--- src/hw/rtl/pn3_pkg.sv ---
// pn3_pkg: shared constants and command codes for the 3D Perlin noise block.
// No dependencies.
`default_nettype none
package pn3_pkg;
    typedef enum logic {
        OP_LOAD = 1'b0,
        OP_EVAL = 1'b1
    } t_op;

    localparam int HASH_W      = 4;    // gradient select bits taken from a hash
    localparam int NUM_CORNERS = 8;
    localparam int FIFO_DEPTH  = 8;
    localparam int FIFO_AW     = 3;
    localparam int CREDIT_W    = 4;
    localparam int PERM_W      = 8;
    localparam int NOISE_W     = 17;
    localparam logic [NOISE_W-1:0] NOISE_MAX = 17'd65536;

    // queue handshake between front and back
    typedef struct packed {
        logic push;
        logic pop;
    } t_q_ctl;
endpackage
`default_nettype wire

--- src/hw/rtl/pn3_fifo.sv ---
// pn3_fifo: short request queue between the lookup front and the blend back.
// Depends on pn3_pkg.
`default_nettype none
module pn3_fifo #(
    parameter int WIDTH = 8
) (
    input  wire logic                  i_clk,
    input  wire logic                  i_rst_n,
    input  wire pn3_pkg::t_q_ctl       i_ctl,
    input  wire logic [WIDTH-1:0]      i_data,
    output logic [WIDTH-1:0]           o_data,
    output logic                       o_empty
);
    logic [WIDTH-1:0]            r_mem [pn3_pkg::FIFO_DEPTH];
    logic [pn3_pkg::FIFO_AW-1:0] r_wr, r_rd;
    logic [pn3_pkg::FIFO_AW:0]   r_cnt;

    always_ff @(posedge i_clk) begin
        if (!i_rst_n) begin
            r_wr  <= '0;
            r_rd  <= '0;
            r_cnt <= '0;
        end else begin
            if (i_ctl.push) begin
                r_wr <= r_wr + 1'b1;
            end
            if (i_ctl.pop) begin
                r_rd <= r_rd + 1'b1;
            end
            r_cnt <= r_cnt + (pn3_pkg::FIFO_AW + 1)'(i_ctl.push)
                           - (pn3_pkg::FIFO_AW + 1)'(i_ctl.pop);
        end
    end

    always_ff @(posedge i_clk) begin
        if (i_ctl.push) begin
            r_mem[r_wr] <= i_data;
        end
    end

    assign o_data  = r_mem[r_rd];
    assign o_empty = (r_cnt == '0);
endmodule
`default_nettype wire

--- config.mk ---
export PLATFORM = sky130hd
export DESIGN_NAME = pn3_fifo
export DESIGN_NICKNAME = d
export VERILOG_FILES = /design/src/hw/rtl/pn3_pkg.sv /design/src/hw/rtl/pn3_fifo.sv
export SDC_FILE = /design/constraint.sdc
export NUM_CORES = 1
export LEC_CHECK = 0
export ABC_AREA = 1
export BUFFER_PORTS_ARGS = -buffer_cell sky130_fd_sc_hd__clkbuf_2
export CAP_MARGIN = 20
export CORE_MARGIN = 1
export CORE_UTILIZATION = 64
export DETAILED_ROUTE_END_ITERATION = 16
export PLACE_DENSITY = 0.89
export SETUP_SLACK_MARGIN = 0.15
export SLEW_MARGIN = 40
export SYNTH_ARGS = -nofsm -noshare
export SYNTH_HDL_FRONTEND = slang
export SYNTH_SLANG_ARGS = --single-unit
export TNS_END_PERCENT = 100
--- constraint.sdc ---
create_clock -name i_clk -period 2.7 [get_ports i_clk]
set_clock_uncertainty 0.15 [all_clocks]
set_input_delay 0.27 -clock i_clk [delete_from_list [all_inputs] [get_ports i_clk]]
set_output_delay 0.27 -clock i_clk [all_outputs]
set_load 0.1 [all_outputs]
==> impl_metrics.csv, run 1 <==
group,metric,value,unit
yosys,synth-edff-count,64,
clocking,number_of_clock_sinks_seen_by_cts,77,
sta,period_share,86.6,%
sta,setup-violations-final,0,
clocking,h-tree-depth,3,
worst_setup_path,critPathMaxFanout,32,
sta,max_freq,428,MHz
drt,postRouteAntennaNets,0,
sta,period_needed,2340,ps
sta,hold-worst-slack,46.8,ps
drt,drt-total-wl,6570,microns
drt,wl_per_cell,14.3,microns
floorplanning,design.core.area,5170,sq um
placed_design,placed_cells,442,
final_layout,drive_above_1_share,14.9,%
floorplanning,chipWidth,75.6,microns
yosys,synth_top_cell_area_share,55.4,%
run_status,outcome,"complete, no violations",
global_routing,globalRouteMet1Util,32.5,%
floorplanning,floorplan.rows,26,
worst_setup_path,startpoint_type,"flop",
power,power.switching,905,uW
global_routing,gr-usage-all-layers,26.4,%
placed_design,detailedPlace.worstSlack,726,ps
clocking,cts-root-to-sink-buffers,2,
yosys,ys_top_cells_by_area,"sky130_fd_sc_hd__edfxtp_1, sky130_fd_sc_hd__nand2_1, sky130_fd_sc_hd__inv_1",
yosys,synth.net_count,377,
power,cellPowerDensity,793,nW/um^2
clocking,numCtsBuffers,9,
placed_design,postPlaceCellArea,3720,sq um
yosys,ys.warnings.count,0,
yosys,netlist_instances,357,
placed_design,post-dp-hpwl,4310,microns
final_layout,layout.nets,403,
global_routing,grt-ovfl-total,0,
yosys,mapped_avg_cell_area,9.72,sq um
yosys,synth.most_common_cell,"sky130_fd_sc_hd__nand2_1",
sta,final.setup.worst_slack,362,ps
floorplanning,floorplan.die.height,75.6,microns
placed_design,port_buffers,20,
worst_setup_path,critical_path_class,"reg -> out",
worst_hold_path,hold_path_class,"in -> reg",
clocking,cts_root_buf,"sky130_fd_sc_hd__clkbuf_8",
clocking,worst_setup_hold_path_clk_slew,80,ps
clocking,cts_tree,"built",
floorplanning,effective_utilization_at_floorplan,67.1,%
final_layout,area_growth_syn_to_layout,14.9,%
worst_setup_path,required_worst_endpoint,2280,ps
sta,timing.final.hold_violations,0,
clocking,post-cts-setup-buffer-count,0,
sta,max_slew.worst_pin.slew,820,ps
sta,final.setup.tns,0,ps
drt,detailroute.via_count,2299,
yosys,post_synth_most_frequent_cells,"sky130_fd_sc_hd__nand2_1, sky130_fd_sc_hd__inv_1, sky130_fd_sc_hd__edfxtp_1, sky130_fd_sc_hd__nand3_1, sky130_fd_sc_hd__nor2_1",
yosys,synth.largest_area_cell,"sky130_fd_sc_hd__edfxtp_1",
yosys,synth-main-ff-cell,"sky130_fd_sc_hd__edfxtp_1",
worst_setup_path,critical_path_arrival,1920,ps
floorplanning,design.portCount,21,
global_routing,initial_antenna_violation_count,0,
final_layout,antennaDiodeCount,0,
final_layout,final_util,77.0,%
power,report.power.total,3.16,mW
sta,final_max_slew_viol_count,0,
sta,relSlewSlack,45.2,%
yosys,synth_area,3470,sq um
drt,initialDrtViolationCount,161,
global_routing,grt_start_max_net_pins,33,
drt,1st_pass_router_iterations,4,
power,irDropWorstVdd,0.735,mV
power,power_frac_comb,21.3,%
global_routing,top_usage_layer,"met2",
power,seq_power_share,43.3,%
final_layout,final_cells,458,
clocking,post_cts_resized,0,
drt,detail_route.drc_violations,0,
final_layout,fillers,330,
final_layout,area_taken_by_flip_flops_and_latches,2180,sq um
power,power.switching_fraction,28.7,%
global_routing,grtUsageMet2,40.8,%
global_routing,use_met3,8.33,%
global_routing,grt_pass1_wl,10300,microns
power,internal-power,2.25,mW
final_layout,finalInstanceArea,3990,sq um
final_layout,multi_input_area,882,sq um
floorplanning,die_area,5720,sq um
yosys,post_synth_num_cell_types,20,
power,cellLeakagePower,1.85,nW
worst_setup_path,setup.worst_path.end_class,"primary output",
power,power.share.clock,35.4,%
clocking,cts.hold.buffers_added,0,
clocking,clock_insertion_delay_worst_skew,340,ps
run,number_of_max_cap_violations,0,
global_routing,grt_pass1_vias,2227,
placed_design,finalWeightedCongestion,0.842,
sta,grt_setup_unrepaired,"false",
drt,post_drt_via_cell_ratio,5.02,
yosys,synthArstFlopShare,0,%
yosys,ys_ff_latch,77,
yosys,synth_sequential_area_ratio,62.9,%
worst max-delay path, cell delays in order, from the launching register on:
cell	delay, ps
sky130_fd_sc_hd__dfxtp_1	630
sky130_fd_sc_hd__inv_4	270
sky130_fd_sc_hd__nand2_2	120
sky130_fd_sc_hd__nand3_1	90
sky130_fd_sc_hd__nand2_1	100
sky130_fd_sc_hd__nand2_1	50
sky130_fd_sc_hd__nand2_1	120
sky130_fd_sc_hd__buf_12	180
per-layer routing:
metal / share of wire (%) / up-vias
li1: - / 1154
met3: 8.6 / 13
met4: 2.5 / 0
met2: 49 / 103
met5: 0 / -
met1: 40 / 1029
layout make-up:
cell class                 instances  share of cell area [%]
multi-input combinational        188                    22.1
timing repair buffer              26                    6.66
inverter                          81                    7.69
clock inverter                     7                    3.45
clock buffer                       9                    3.11
sequential                        77                    54.8
tap                               70                    2.20
flip-flops by register name, summed over array words and instances (netlist names), named ones only:
signal	count
r_cnt	4
r_mem	64
r_rd	3
r_wr	3
layout by cell type, fill, tap and decap left out, drive strengths merged, types with 3 or more instances in the layout:
cell type and count:
a21oi 6, buf 14, bufinv 4, clkbuf 21, dfxtp 13, edfxtp 64, ha 7, inv 81
nand2 117, nand3 34, nor2 16, o21ai 3
power by group through the flow:
| stage | logic, mW | clock network, mW | registers (mW) |
|---|---|---|---|
| after global placement | 0.650 | 0 | 1.39 |
| after detailed placement | 0.671 | 0 | 1.39 |
| after CTS | 0.674 | 1.13 | 1.37 |
| after global routing | 0.732 | 1.18 | 1.37 |
| final | 0.674 | 1.12 | 1.37 |
| after floorplan | 0.512 | 0 | 1.38 |
path summary, 6_finish.rpt:
kind                           end  slack, ps  cells after the start                  from
min reg2reg   r_wr[0]$_SDFFE_PN0P_        360                      2  r_wr[0]$_SDFFE_PN0P_
min            r_cnt[0]$_SDFF_PN0_         50                      3               i_rst_n
max reg2reg  r_mem[6][2]$_DFFE_PP_        850                      2  r_wr[0]$_SDFFE_PN0P_
max                      o_data[2]        360                      7                  flop
cell families after synthesis:
| family | share of synthesized area [%] |
|---|---|
| xor+xnor | 0.505 |
| flops | 62.9 |
| compound gates | 1.30 |
| buf+inv | 11.8 |
| fa+ha+maj | 3.10 |
| simple gates | 20.4 |
Power figures use the tool's default switching activity.
==> run 2: changes to the inputs <==
Settings changed: CORE_UTILIZATION 64 to 60, PLACE_DENSITY 0.89 to 0.85, SKIP_CTS_REPAIR_TIMING set to 1.
Clock period 2.7 ns to 2.4 ns, I/O delays scaled along.
==> run 2 against run 1 <==
Against the previous run: setup slack got worse by 81 ps; design area down 1.6%; power fell by 1.6%; non-clock buffer count rose by 6; die area up 6.5%; first-iteration DRC count grew 25%; sequential power grew 12%; clock-buffer cell count increased by 4; combinational power is 15% higher; via count up 2.7%; critical endpoint is now o_data[7].
==> impl_metrics.csv, run 2 (synthesis gave the netlist of run 1 again) <==
group,metric,value,unit
drt,wl_per_cell,14.5,microns
run_status,outcome,"complete, no violations",
sta,final_max_slew_viol_count,0,
worst_setup_path,critPathMaxFanout,32,
clocking,cts_tree,"built",
final_layout,layout.cells.most_common_list,"sky130_fd_sc_hd__nand2_1, sky130_fd_sc_hd__inv_1, sky130_fd_sc_hd__edfxtp_1",
final_layout,biggestRegsByFlops,"r_mem x64, r_cnt x4",
global_routing,grt_pass1_vias,2298,
power,power_frac_comb,24.9,%
floorplanning,design.portCount,21,
floorplanning,floorplan.die.height,78.0,microns
worst_hold_path,hold_path_class,"in -> reg",
sta,grt_setup_unrepaired,"false",
power,power.switching_fraction,31.7,%
sta,period_needed,2120,ps
drt,initialDrtViolationCount,202,
power,seq_power_share,49.3,%
final_layout,antennaDiodeCount,0,
worst_setup_path,cp_cell_sequence,"buf_4 -> nand2_1 -> nand3_1 -> nand2_1 -> nand2_1 -> nand2_1 -> buf_12",
global_routing,grt_start_max_net_pins,33,
worst_setup_path,critical-path-top-cell-by-count,"sky130_fd_sc_hd__nand2_1",
final_layout,finalInstanceArea,3920,sq um
clocking,clock_insertion_delay_worst_skew,340,ps
clocking,h-tree-depth,3,
worst_setup_path,biggest_cell_delay_along_the_critical_path,390,ps
sta,relSlewSlack,64.3,%
power,cellLeakagePower,1.84,nW
floorplanning,design.core.area,5540,sq um
drt,postRouteAntennaNets,0,
floorplanning,chipWidth,78.0,microns
global_routing,grt-ovfl-total,0,
power,internal-power,2.12,mW
power,power.switching,987,uW
placed_design,postPlaceCellArea,3770,sq um
floorplanning,die_area,6090,sq um
power,report.power.total,3.11,mW
final_layout,registers.top_by_ff_count,"r_mem",
run,number_of_max_cap_violations,0,
floorplanning,floorplan.rows,27,
clocking,worst_setup_hold_path_clk_slew,70,ps
global_routing,gr-usage-all-layers,24.9,%
final_layout,layout.nets,409,
clocking,cts-root-to-sink-buffers,2,
sta,timing.final.hold_violations,0,
final_layout,area_growth_syn_to_layout,13.0,%
sta,period_share,88.3,%
worst_setup_path,critical_path_arrival,1730,ps
sta,max_freq,472,MHz
global_routing,grt_pass1_wl,10800,microns
power,cellPowerDensity,793,nW/um^2
worst_setup_path,required_worst_endpoint,2010,ps
final_layout,number_of_flip_flops_in_the_largest_register,64,
worst_setup_path,critical_path_class,"reg -> out",
drt,post_drt_via_cell_ratio,5.07,
worst_setup_path,startpoint_type,"flop",
sta,max_slew.worst_pin.slew,538,ps
power,irDropWorstVdd,0.650,mV
placed_design,post-dp-hpwl,4290,microns
placed_design,finalWeightedCongestion,0.789,
final_layout,final_util,70.8,%
final_layout,mostFrequentLayoutCell,"sky130_fd_sc_hd__nand2_1",
worst_setup_path,setup.worst_path.end_class,"primary output",
placed_design,port_buffers,20,
drt,drt-total-wl,6770,microns
clocking,numCtsBuffers,9,
clocking,cts_root_buf,"sky130_fd_sc_hd__clkbuf_8",
final_layout,drive_above_1_share,14.7,%
global_routing,initial_antenna_violation_count,0,
worst_setup_path,worst_path_slowest_cell,"sky130_fd_sc_hd__dfxtp_1",
sta,setup-violations-final,0,
sta,hold-worst-slack,31.8,ps
clocking,number_of_clock_sinks_seen_by_cts,77,
drt,1st_pass_router_iterations,4,
floorplanning,effective_utilization_at_floorplan,62.6,%
power,power.share.clock,25.8,%
sta,final.setup.tns,0,ps
drt,detailroute.via_count,2361,
drt,detail_route.drc_violations,0,
==> run 2: changes by cell type in the layout (fill, tap and decap cells not counted) <==
cell | previous run | this run
sky130_fd_sc_hd__nor2_1 | 14 | 16
sky130_fd_sc_hd__bufinv_16 | 4 | 0
sky130_fd_sc_hd__clkbuf_1 | 0 | 4
sky130_fd_sc_hd__clkinvlp_4 | 1 | 0
sky130_fd_sc_hd__nor2_2 | 2 | 0
sky130_fd_sc_hd__buf_4 | 6 | 12
sky130_fd_sc_hd__clkinv_2 | 2 | 3
==> run 2: worst paths after layout <==
path / start / end / slack (ps) / cells past startpoint
max: flop / o_data[7] / 280 / 7
min: i_rst_n / r_cnt[0]$_SDFF_PN0_ / 30 / 3
max reg2reg: r_cnt[0]$_SDFF_PN0_ / r_cnt[2]$_SDFF_PN0_ / 660 / 8
min reg2reg: r_wr[0]$_SDFFE_PN0P_ / r_wr[0]$_SDFFE_PN0P_ / 370 / 2
==> run 2: layout make-up <==
cell class                 count  area, sq um
fill                         404         1620
tap                           72         90.1
sequential                    77         2180
timing repair buffer          32          310
clock inverter                 3         15.0
clock buffer                  13          139
inverter                      81          307
multi-input combinational    188          877
==> run 2: power by group through the flow <==
stage	sequential (mW)	clock (mW)	combinational [mW]
3_3_place_gp	1.56	0	0.748
3_5_place_dp	1.56	0	0.777
5_1_grt	1.54	0.879	0.838
2_1_floorplan	1.55	0	0.576
6_report	1.53	0.803	0.773
4_1_cts	1.53	0.815	0.780
==> run 2: critical path, delay by kind of cell, from the launching register on <==
kind / cells / cell delay [ps]
DFF: 1 / 390
buffers and inverters: 2 / 550
and+or+nand+nor: 5 / 440
==> run 2: layer usage <==
metal	up-vias	routed length, microns	track usage, %
met2	87	3610	44.6
met4	0	157	12.0
li1	1167	-	-
met1	1091	2580	28.1
met3	16	435	5.23
met5	-	0	0
==> run 2: metrics by stage <==
stage / instances / setup WS, ps
floorplan: 357 / 234
global placement: 450 / 662
detailed placement: 450 / 596
CTS: 466 / 286
global route: 466 / 178
finish: 466 / 281
==> run 3: changes to the inputs <==
Settings changed: CORE_UTILIZATION 60 to 63, CTS_BUF_LIST set to sky130_fd_sc_hd__clkbuf_8, PLACE_DENSITY 0.85 to 0.88.
==> run 3 against run 2 <==
Against the previous run: design area is 0.19% lower; critical path depth stayed put; setup slack better by 60 ps; die area is 4.6% lower; fmax is 2.9% higher; clock power is 6.2% higher; first-iteration DRC count is 6.9% higher; cell count is 1.1% lower; via count is 3.4% higher; highest routed layer unchanged; power is 1.8% higher.
==> impl_metrics.csv, run 3 (synthesis gave the netlist of run 1 again) <==
group,metric,value,unit
global_routing,initial_antenna_violation_count,0,
final_layout,area_growth_syn_to_layout,12.8,%
power,cellLeakagePower,1.84,nW
placed_design,finalWeightedCongestion,0.848,
sta,grt_setup_unrepaired,"false",
placed_design,post-dp-hpwl,4670,microns
run,number_of_max_cap_violations,0,
clocking,cts_tree,"built",
global_routing,grt-ovfl-total,0,
clocking,clock_insertion_delay_worst_skew,350,ps
drt,detailroute.via_count,2441,
global_routing,gr-usage-all-layers,27.7,%
floorplanning,floorplan.die.height,76.2,microns
floorplanning,floorplan.rows,26,
final_layout,number_of_flip_flops_in_the_largest_register,64,
sta,max_freq,486,MHz
drt,1st_pass_router_iterations,5,
sta,timing.final.hold_violations,0,
floorplanning,chipWidth,76.2,microns
worst_setup_path,critPathMaxFanout,32,
worst_setup_path,critical-path-top-cell-by-count,"sky130_fd_sc_hd__nand2_1",
drt,post_drt_via_cell_ratio,5.30,
sta,final.setup.tns,0,ps
placed_design,port_buffers,20,
sta,period_needed,2060,ps
clocking,cts_root_buf,"sky130_fd_sc_hd__clkbuf_8",
global_routing,grt_start_max_net_pins,33,
global_routing,grt_pass1_vias,2538,
worst_setup_path,setup.worst_path.end_class,"primary output",
final_layout,fillers,341,
final_layout,layout.nets,406,
sta,period_share,85.8,%
placed_design,placed_cells,445,
global_routing,grt_pass1_wl,11900,microns
worst_setup_path,critical_path_arrival,1670,ps
final_layout,antennaDiodeCount,0,
final_layout,registers.top_by_ff_count,"r_mem",
worst_setup_path,cp_cell_sequence,"inv_4 -> nand2_1 -> nand3_1 -> nand2_1 -> nand2_1 -> nand2_1 -> buf_12",
final_layout,drive_above_1_share,14.8,%
final_layout,biggestRegsByFlops,"r_mem x64, r_cnt x4",
final_layout,mostFrequentLayoutCell,"sky130_fd_sc_hd__nand2_1",
final_layout,final_cells,461,
worst_setup_path,biggest_cell_delay_along_the_critical_path,350,ps
clocking,cts-root-to-sink-buffers,2,
sta,max_slew.worst_pin.slew,779,ps
clocking,numCtsBuffers,9,
run_status,outcome,"complete, no violations",
worst_setup_path,r2r_slack,570,ps
drt,drt-total-wl,7140,microns
power,cellPowerDensity,809,nW/um^2
clocking,number_of_clock_sinks_seen_by_cts,77,
drt,postRouteAntennaNets,0,
sta,setup-violations-final,0,
worst_setup_path,critical_path_class,"reg -> out",
final_layout,layout.cells.most_common_list,"sky130_fd_sc_hd__nand2_1, sky130_fd_sc_hd__inv_1, sky130_fd_sc_hd__edfxtp_1",
floorplanning,die_area,5810,sq um
drt,wl_per_cell,15.5,microns
clocking,worst_setup_hold_path_clk_slew,80,ps
sta,relSlewSlack,47.9,%
worst_setup_path,startpoint_type,"flop",
drt,detail_route.drc_violations,0,
worst_hold_path,hold_path_class,"in -> reg",
power,irDropWorstVdd,0.587,mV
drt,initialDrtViolationCount,216,
final_layout,final_util,75.2,%
worst_setup_path,worst_path_slowest_cell,"sky130_fd_sc_hd__dfxtp_1",
floorplanning,design.portCount,21,
floorplanning,design.core.area,5200,sq um
worst_setup_path,required_worst_endpoint,2010,ps
floorplanning,effective_utilization_at_floorplan,66.7,%
sta,final_max_slew_viol_count,0,
clocking,h-tree-depth,3,
==> run 3: cell count changes in the layout (fill, tap and decap cells not counted), sizes merged <==
cell	delta
buf	-3
inv	+2
clkinv	+1
clkbuf	-3
==> run 3: where the power goes <==
part           internal, mW  total [mW]  switching, mW
Sequential             1.51        1.53         0.0275
Clock                 0.393       0.853          0.460
Combinational         0.243       0.780          0.537
==> run 3: area by class of cell <==
type / count / area, sq um / share of cell area [%]
clock inverter: 6 / 31.3 / 0.799
inverter: 81 / 307 / 7.83
timing repair buffer: 29 / 288 / 7.36
clock buffer: 10 / 138 / 3.52
sequential: 77 / 2180 / 55.8
multi-input combinational: 188 / 880 / 22.5
tap: 70 / 87.6 / 2.24
==> run 3: metal layers <==
| metal | routed length [microns] | share of wire [%] | track usage, % |
|---|---|---|---|
| met1 | 2730 | 38 | 32.8 |
| met2 | 3710 | 52 | 47.5 |
| met3 | 512 | 7.2 | 6.95 |
| met4 | 180 | 2.5 | 12.9 |
| met5 | 0 | 0 | 0 |
==> run 3: path summary, 6_finish.rpt <==
path / to / from / depth (start not counted)
worst max-delay path: o_data[4] / flop / 7
worst min-delay path: r_cnt[0]$_SDFF_PN0_ / i_rst_n / 3
worst max register to register: r_mem[4][2]$_DFFE_PP_ / r_wr[0]$_SDFFE_PN0P_ / 2
worst min register to register: r_rd[2]$_SDFFE_PN0P_ / r_rd[2]$_SDFFE_PN0P_ / 2
==> run 3: critical path, delay by kind of cell (launching register included) <==
kind	cells	cell delay, ps
and+or+nand+nor	5	470
buffers and inverters	2	490
DFF	1	350
==> run 3: per-stage QoR <==
stage,area [sq um],worst slack (ps),hold WS (ps),power [mW]
2_1_floorplan,3470,234,183,2.13
3_3_place_gp,3740,562,346,2.31
3_5_place_dp,3740,410,374,2.34
4_1_cts,3910,363,11.4,3.17
5_1_grt,3910,277,37.5,3.29
6_report,3910,341,29.7,3.16
